===== src/rtl/mlpf_pkg.sv =====
// ---------------------------------------------------------------------------
// mlpf_pkg - shared types and constants for the multilevel priority FIFO
// Item formats, operation and status codes, ring pointer helper.
// ---------------------------------------------------------------------------
`default_nettype none

package mlpf_pkg;

  localparam int LEVELS    = 16;
  localparam int DEPTH     = 8;
  localparam int LEVEL_W   = $clog2(LEVELS);
  localparam int PTR_W     = $clog2(DEPTH);
  localparam int ADDR_W    = LEVEL_W + PTR_W;
  localparam int MEM_WORDS = LEVELS * (2 ** PTR_W);
  localparam int DATA_W    = 32;
  localparam int PRI_W     = 5;

  localparam logic [1:0] OP_INSERT = 2'd0;
  localparam logic [1:0] OP_PEEK   = 2'd1;
  localparam logic [1:0] OP_REMOVE = 2'd2;

  localparam logic [1:0] STAT_OK    = 2'd0;
  localparam logic [1:0] STAT_FULL  = 2'd1;
  localparam logic [1:0] STAT_EMPTY = 2'd2;
  localparam logic [1:0] STAT_BAD   = 2'd3;

  typedef struct packed {
    logic [1:0]              op;
    logic signed [DATA_W-1:0] data_in;
    logic [PRI_W-1:0]        priority_req;
  } in_item_t;

  typedef struct packed {
    logic signed [DATA_W-1:0] data_out;
    logic [1:0]              status;
    logic                    all_empty;
    logic                    level_empty;
  } out_item_t;

  typedef struct packed {
    logic load;
    logic exec;
  } ctrl_cmd_t;

  function automatic logic [PTR_W-1:0] ring_next(input logic [PTR_W-1:0] p);
    return (p == PTR_W'(DEPTH - 1)) ? '0 : p + 1'b1;
  endfunction

endpackage

`default_nettype wire


===== src/rtl/mlpf_ctrl.sv =====
// ---------------------------------------------------------------------------
// mlpf_ctrl - sequencer for the multilevel priority FIFO
// Accepts an item, runs the execute state, then presents the result.
// ---------------------------------------------------------------------------
`default_nettype none

module mlpf_ctrl
  import mlpf_pkg::*;
(
  input  wire logic clk,
  input  wire logic rst,
  input  wire logic start,
  output ctrl_cmd_t cmd,
  output logic      busy,
  output logic      done
);

  localparam logic [1:0] ST_IDLE = 2'd0;
  localparam logic [1:0] ST_EXEC = 2'd1;
  localparam logic [1:0] ST_RESP = 2'd2;

  logic [1:0] state;
  logic [1:0] state_next;
  logic       accept;

  assign busy   = (state == ST_EXEC);
  assign done   = (state == ST_RESP);
  assign accept = start && !busy;

  assign cmd.load = accept;
  assign cmd.exec = (state == ST_EXEC);

  always_comb begin
    case (state)
      ST_IDLE: state_next = accept ? ST_EXEC : ST_IDLE;
      ST_EXEC: state_next = ST_RESP;
      // a new item may be taken while the result is shown
      ST_RESP: state_next = accept ? ST_EXEC : ST_IDLE;
      default: state_next = ST_IDLE;
    endcase
  end

  always_ff @(posedge clk) begin
    if (rst) begin
      state <= ST_IDLE;
    end else begin
      state <= state_next;
    end
  end

endmodule

`default_nettype wire


===== src/rtl/mlpf_dp.sv =====
// ---------------------------------------------------------------------------
// mlpf_dp - datapath of the multilevel priority FIFO
// Per-level ring pointers, occupancy flags, priority encoder, entry memory.
// ---------------------------------------------------------------------------
`default_nettype none

module mlpf_dp
  import mlpf_pkg::*;
(
  input  wire logic      clk,
  input  wire logic      rst,
  input  wire ctrl_cmd_t cmd,
  input  wire in_item_t  request,
  output out_item_t      result
);

  in_item_t            req_q;
  logic [LEVELS-1:0]   occ;
  logic [LEVELS-1:0]   occ_next;
  logic [PTR_W-1:0]    head [LEVELS];
  logic [PTR_W-1:0]    tail [LEVELS];
  logic [DATA_W-1:0]   mem [MEM_WORDS];
  logic [DATA_W-1:0]   rdata_q;

  logic                valid_pri;
  logic [LEVEL_W-1:0]  lvl_req;
  logic [LEVEL_W-1:0]  top;
  logic                any_occ;
  logic [LEVEL_W-1:0]  sel;
  logic [PTR_W-1:0]    head_s;
  logic [PTR_W-1:0]    tail_s;
  logic                ptr_we;
  logic [PTR_W-1:0]    head_new;
  logic [PTR_W-1:0]    tail_new;
  logic                mem_we;
  logic                mem_re;
  logic [PTR_W-1:0]    wptr;
  logic [1:0]          status_next;
  logic                rd_ok_next;
  logic                lvl_empty_next;

  logic [1:0]          status_q;
  logic                rd_ok_q;
  logic                all_empty_q;
  logic                lvl_empty_q;

  // low bits of priority minus one; out-of-range values are caught by valid_pri
  assign lvl_req   = req_q.priority_req[LEVEL_W-1:0] - LEVEL_W'(1);
  assign valid_pri = (req_q.priority_req != '0) && (32'(req_q.priority_req) <= LEVELS);
  assign any_occ   = |occ;

  // highest occupied level wins
  always_comb begin
    top = '0;
    for (int i = 0; i < LEVELS; i++) begin
      if (occ[i]) top = LEVEL_W'(i);
    end
  end

  assign sel    = (req_q.op == OP_INSERT) ? lvl_req : top;
  assign head_s = head[sel];
  assign tail_s = tail[sel];

  always_comb begin
    occ_next    = occ;
    ptr_we      = 1'b0;
    head_new    = head_s;
    tail_new    = tail_s;
    mem_we      = 1'b0;
    mem_re      = 1'b0;
    wptr        = '0;
    status_next = STAT_OK;
    rd_ok_next  = 1'b0;
    case (req_q.op)
      OP_INSERT: begin
        if (!valid_pri) begin
          status_next = STAT_BAD;
        end else if (!occ[sel]) begin
          occ_next[sel] = 1'b1;
          ptr_we        = 1'b1;
          head_new      = '0;
          tail_new      = '0;
          mem_we        = 1'b1;
          wptr          = '0;
        end else if (ring_next(tail_s) == head_s) begin
          status_next = STAT_FULL;
        end else begin
          ptr_we   = 1'b1;
          tail_new = ring_next(tail_s);
          mem_we   = 1'b1;
          wptr     = ring_next(tail_s);
        end
      end
      OP_PEEK, OP_REMOVE: begin
        if (!any_occ) begin
          status_next = STAT_EMPTY;
        end else begin
          mem_re     = 1'b1;
          rd_ok_next = 1'b1;
          if (req_q.op == OP_REMOVE) begin
            ptr_we = 1'b1;
            if (head_s == tail_s) begin
              // level drains
              occ_next[sel] = 1'b0;
              head_new      = '0;
              tail_new      = '0;
            end else begin
              head_new = ring_next(head_s);
            end
          end
        end
      end
      default: begin
      end
    endcase
    lvl_empty_next = !valid_pri || !occ_next[lvl_req];
  end

  always_ff @(posedge clk) begin
    if (cmd.load) begin
      req_q <= request;
    end
  end

  always_ff @(posedge clk) begin
    if (rst) begin
      occ <= '0;
      for (int i = 0; i < LEVELS; i++) begin
        head[i] <= '0;
        tail[i] <= '0;
      end
    end else if (cmd.exec) begin
      occ <= occ_next;
      if (ptr_we) begin
        head[sel] <= head_new;
        tail[sel] <= tail_new;
      end
    end
  end

  always_ff @(posedge clk) begin
    if (cmd.exec) begin
      status_q    <= status_next;
      rd_ok_q     <= rd_ok_next;
      all_empty_q <= (occ_next == '0);
      lvl_empty_q <= lvl_empty_next;
    end
  end

  // entry memory: one write or one read per execute cycle
  always_ff @(posedge clk) begin
    if (cmd.exec && mem_we) begin
      mem[{sel, wptr}] <= req_q.data_in;
    end
    if (cmd.exec && mem_re) begin
      rdata_q <= mem[{sel, head_s}];
    end
  end

  assign result.data_out    = rd_ok_q ? rdata_q : '0;
  assign result.status      = status_q;
  assign result.all_empty   = all_empty_q;
  assign result.level_empty = lvl_empty_q;

endmodule

`default_nettype wire


===== src/rtl/multilevel_priority_fifo.sv =====
// ---------------------------------------------------------------------------
// multilevel_priority_fifo - priority queue of one ring buffer per level
// Insert to a level, peek or remove the oldest entry of the highest level.
// ---------------------------------------------------------------------------
//  Channel   Ports                 Handshake
//  -------   -------------------   ------------------------------------
//  request   start, busy, request  taken on a clock edge with start & !busy
//  result    done, result          valid for the single cycle done is high
//
//  An item is taken in the accept cycle, then the execute state
//  updates the level's pointers and makes the single entry memory access.
//  The result is shown in the following cycle, during which the next item
//  may already be accepted.
//  Synchronous reset empties every level; the entry memory is not cleared.
//  The receiver cannot stall: each result is shown once for one cycle.
// ---------------------------------------------------------------------------
`default_nettype none

module multilevel_priority_fifo
  import mlpf_pkg::*;
(
  input  wire logic     clk,
  input  wire logic     rst,
  input  wire logic     start,
  output logic          busy,
  input  wire in_item_t request,
  output logic          done,
  output out_item_t     result
);

  ctrl_cmd_t cmd;

  mlpf_ctrl u_ctrl (
    .clk   (clk),
    .rst   (rst),
    .start (start),
    .cmd   (cmd),
    .busy  (busy),
    .done  (done)
  );

  mlpf_dp u_dp (
    .clk     (clk),
    .rst     (rst),
    .cmd     (cmd),
    .request (request),
    .result  (result)
  );

  a_done_not_busy: assert property (@(posedge clk) disable iff (rst)
    done |-> !busy)
    else $error("result shown while executing");

  a_accept_exec: assert property (@(posedge clk) disable iff (rst)
    (start && !busy) |=> busy)
    else $error("accepted item not executed");

  a_exec_resp: assert property (@(posedge clk) disable iff (rst)
    busy |=> done)
    else $error("execute cycle not followed by a result");

  a_empty_result: assert property (@(posedge clk) disable iff (rst)
    (done && result.status == STAT_EMPTY) |-> (result.all_empty && result.data_out == '0))
    else $error("empty queue result inconsistent");

  a_bad_pri: assert property (@(posedge clk) disable iff (rst)
    (done && result.status == STAT_BAD) |-> result.level_empty)
    else $error("bad priority reported a non-empty level");

endmodule

`default_nettype wire

===== config.mk =====
export PLATFORM = sky130hd
export DESIGN_NAME = multilevel_priority_fifo
export DESIGN_NICKNAME = d
export VERILOG_FILES = /design/src/rtl/mlpf_pkg.sv /design/src/rtl/mlpf_ctrl.sv /design/src/rtl/mlpf_dp.sv /design/src/rtl/multilevel_priority_fifo.sv
export SDC_FILE = /design/constraint.sdc
export NUM_CORES = 2
export LEC_CHECK = 0
export BUFFER_PORTS_ARGS = -buffer_cell sky130_fd_sc_hd__buf_2
export CORE_ASPECT_RATIO = 1.75
export CORE_MARGIN = 2
export CORE_UTILIZATION = 45
export CTS_BUF_LIST = sky130_fd_sc_hd__clkbuf_4 sky130_fd_sc_hd__clkbuf_8 sky130_fd_sc_hd__clkbuf_16
export DETAILED_ROUTE_END_ITERATION = 16
export PLACE_DENSITY = 0.69
export SETUP_SLACK_MARGIN = 0.5
export SYNTH_ARGS = -nofsm -noshare
export SYNTH_HDL_FRONTEND = slang
export SYNTH_HIERARCHICAL = 1
export SYNTH_MEMORY_MAX_BITS = 65536
export SYNTH_SLANG_ARGS = --single-unit

===== constraint.sdc =====
create_clock -name clk -period 16.2 [get_ports clk]
set_input_delay 4.86 -clock clk [delete_from_list [all_inputs] [get_ports clk]]
set_output_delay 4.86 -clock clk [all_outputs]
set_load 0.01 [all_outputs]

==> metrics.md <==
| Metric | Value |
|---|---|
| Initial DRC Count | 15,400 |
| Gate power share | between 20% and 30% |
| Clk_lat worst skew | between 900 and 1000 ps |
| Final period utilization | 60.8% |
| Worst Hold Class | reg2reg |
| First-pass DRT Iterations | 6 |
| Root Buffer | clkbuf_16 |
| Rows | about 300 |
| Grt ovf | 0 |
| Setup WS post-layout | between 6000 and 7000 ps |
| Max cap viols | 2 |
| Antenna violations before repair | 39 |
| Core area | roughly 380,000 um^2 |
| Synthesized area | about 170,000 um^2 |
| Buffer levels on the longest clock path | 4 |
| Global-route wire length before repair | 749,000 um |
| Violated checks | max-capacitance violations, max-slew violations |
| Number of global-route vias before repair | around 110k |
| Hold Crit Depth | 1 |
| Net Count, Synth | 12,800 |
| Die Height | between 800 and 900 um |
| Power density over cell area | approximately 160 nW/um^2 |
| WHS Endpoint | u_ctrl/state[0]$_SDFF_PP0_ |
| Clk_skew | a little over 90 ps |
| Post-synthesis sequential area ratio | between 70 and 80% |
| Via count | 112,000 |
| Layout area overhead | 11.6% |
| Nets | roughly 13,000 |
| Setup Buffers After CTS | 0 |
| Number of port buffers | slightly below 80 |
| Clock tree sinks | roughly 4,300 |
| Hpwl dp | just under 300,000 um |
| Cells after Synth | 12,800 |
| Routability cong. | ~0.9 |
| Asr flop ratio synth | 0% |
| Net Switching | 0.0101 W |
| TritonCTS clock tree | built |
| CTS Buf Count | between 300 and 400 |
| Global Route Usage Sum | between 20% and 30% |
| Mean Syn Cell Area | between 10 and 15 um^2 |
| Final Critical Period | 9840 ps |
| Yosys reg bits | between 4,000 and 5,000 |
| Crit path kind | reg2reg |
| Setup slack, reg-to-reg | approximately 6400 ps |
| Largest net degree at the start of global routing | between 150 and 200 |
| Synth Flop Type | edfxtp_1 |
| Worst vdd ir | 0.000177 V |
| I/O Pins | 80 |
| Switching share of total power | between 30% and 40% |
| Cells on worst reg2reg path | 20 |
| Fin. max-slew vios | 5 |
| Starting Density | between 40 and 50% |
| Final hold vios | 0 |
| R2r startpoint | u_dp/req_q[0]$_DFFE_PP_ |
| Final setup TNS | 0 ps |
| Reg clk slew, reported paths | around 60 ps |
| Post-synthesis cell type count | between 80 and 90 |
| PostCTS Resize Cnt | 0 |
| RSZ-0062 raised after global routing | false |
| Overall power | 0.0297 W |
| Post-synth EDFFs | approximately 4,300 |
| WL final | roughly 530,000 um |
| Max Fclk | just over 100 MHz |
| CP required | 16,880 ps |
| Hold Path Origin | u_ctrl/state[0]$_SDFF_PP0_ |
| Total die area | around 380,000 um^2 |
| Width of the die | 469 um |
| Sequential Power Share | 41.4% |
| Worst EP arrival | 10,530 ps |
| Leak Pwr | 64.1 nW |
| Power share of the clock group | 30.8% |
| DRC errors left | 0 |
| Final setup violation count | 0 |
| Status | finished with violations |
| Crit-path max FO | 153 |
| Least-Margin Pin Slew | ~1600 ps |
| Synth warnings | 6 |
| Startpoint Class | flip-flop |
| Cell-internal power | roughly 0.020 W |
| Final core utilization | roughly half |
| Relative slew margins | -11.2% |
| DR WL/cell | 29.7 um |
| Crit. End Element | flip-flop |
| Critical R2R Capture | u_dp/rdata_q[1]$_DFFE_PP_ |
| Hold Buf Count CTS | 0 |
| Pre-CTS setup slack | 6880 ps |
| Final ANT Viol Nets | 0 |
| H-tree depth | 5 |
| Drt via density | ~6.2 |
| Layout cells sized above 1 | 9.77% |
==> logic make-up after synthesis <==
group,Yosys count,share of synthesized area [%]
AND/OR/NAND/NOR,5946,14.9
buffers and inverters,926,2.31
flip-flops,4286,75.4
multiplexers,25,0.161
AO/OA/AOI/OAI,1550,7.09
adder cells (fa/ha/maj),7,0.0514
XOR/XNOR,11,0.0786
==> worst max-delay path by stage <==
stage | cells after the start | slack [ps] | start | to
after floorplan | 21 | 9760 | u_dp/req_q[0]$_DFFE_PP_ | u_dp/mem[120][0]$_DFFE_PP_
after global placement | 18 | 6900 | u_dp/req_q[0]$_DFFE_PP_ | u_dp/rdata_q[7]$_DFFE_PP_
after detailed placement | 20 | 6880 | u_dp/req_q[0]$_DFFE_PP_ | u_dp/rdata_q[1]$_DFFE_PP_
after CTS | 20 | 6840 | u_dp/req_q[0]$_DFFE_PP_ | u_dp/rdata_q[1]$_DFFE_PP_
after global routing | 20 | 6250 | u_dp/req_q[0]$_DFFE_PP_ | u_dp/rdata_q[1]$_DFFE_PP_
final | 20 | 6360 | u_dp/req_q[0]$_DFFE_PP_ | u_dp/rdata_q[1]$_DFFE_PP_
==> stage by stage <==
step                hold WS [ps]  instance area, um^2  cells
finish                       450               190000  18000
CTS                          461               190000  17900
floorplan                    418               170000  12800
global placement             431               177000  17300
global route                 470               190000  17900
detailed placement           441               178000  17300
==> cell usage in the layout, fill, tap and decap left out, drive strengths merged, types with 6 or more instances in the layout <==
cell type / synthesis / routed
nor3: 20 / 20
a21oi: 30 / 30
nand2b: 22 / 22
nand2: 4196 / 4196
clkinv: 0 / 171
a2111o: 32 / 32
bufinv: 0 / 41
mux2i: 16 / 16
buf: 384 / 451
and2: 36 / 36
xnor2: 8 / 8
nor2b: 6 / 6
a31oi: 264 / 264
inv: 17 / 24
dfxtp: 18 / 18
ha: 7 / 7
o22ai: 9 / 9
clkinvlp: 0 / 7
nand3: 529 / 529
a211o: 6 / 6
nor4: 42 / 42
mux2: 9 / 9
and3: 771 / 771
o211ai: 9 / 9
a311oi: 771 / 771
a22oi: 7 / 7
a211oi: 18 / 18
nor2: 291 / 291
o21a: 8 / 8
o221ai: 38 / 38
clkbuf: 525 / 455
edfxtp: 4268 / 4268
o21ai: 214 / 214
diode: 0 / 20
a41oi: 97 / 97
==> area by class of cell <==
type                            count  area (um^2)
Clock inverter                    226         2240
Antenna cell                       20         50.0
Sequential cell                  4286       129000
Multi-Input combinational cell   7539        39300
Fill cell                       30900       188000
Inverter                           17         78.8
Clock buffer                      455        10200
Tap cell                         4966         6210
Timing Repair Buffer              451         3550
==> sequential cells by signal, summed over array words and instances, names as in the netlist, 2 cells and up <==
signal / count
u_ctrl/state: 2
u_dp/mem: 4096
u_dp/status_q: 2
u_dp/tail: 48
u_dp/head: 48
u_dp/rdata_q: 32
u_dp/req_q: 39
u_dp/occ: 16
==> worst max-delay path, cell delays in order, from the launching register on <==
cell,delay [ps]
edfxtp_1,720
inv_1,250
ha_1,310
nor2b_1,220
a21oi_1,130
a311oi_4,320
buf_4,970
nand2_1,300
a21oi_1,220
a22oi_1,120
nand4b_1,280
buf_4,740
buf_12,650
buf_4,730
buf_12,470
buf_4,780
a311oi_1,210
nor4_1,350
o221ai_1,440
buf_4,320
a2111o_1,400
==> power groups by stage <==
stage | clock network, W | logic, W | registers [W]
4_1_cts | 0.00920 | 0.00809 | 0.0123
3_3_place_gp | 0 | 0.00792 | 0.0125
2_1_floorplan | 0 | 0.00493 | 0.0126
3_5_place_dp | 0 | 0.00806 | 0.0125
5_1_grt | 0.00959 | 0.00868 | 0.0123
6_report | 0.00915 | 0.00825 | 0.0123
==> synth_stat cells, drive strengths merged (7+ instances only) <==
master / instances / area [um^2]
o221ai: 38 / 333
edfxtp: 4268 / 128000
nor4: 42 / 263
o211ai: 9 / 72.6
dfxtp: 18 / 360
nand2b: 22 / 138
nor3: 20 / 111
xnor2: 8 / 88.8
o22ai: 9 / 62.6
nor2: 291 / 1090
a31oi: 264 / 1650
and3: 771 / 4820
clkbuf: 525 / 1970
o21a: 8 / 60.1
ha: 7 / 87.6
inv: 17 / 63.8
a211oi: 18 / 135
nand2: 4196 / 15800
mux2i: 16 / 173
nand3: 529 / 2650
mux2: 9 / 101
a41oi: 97 / 850
o21ai: 214 / 1080
a311oi: 771 / 6750
and2: 36 / 225
a22oi: 7 / 66.3
a2111o: 32 / 360
a21oi: 30 / 158
buf: 384 / 1890
==> metal layers <==
layer  GRT usage, %  share of wire, %  up-vias
li1               -                 -    47300
met1           31.2                33    55900
met2           44.3                48     6855
met3           4.36               9.7     1699
met4           21.9               9.5       16
met5              0             0.020        -
Note: power is estimated with default switching activity, not from simulation.
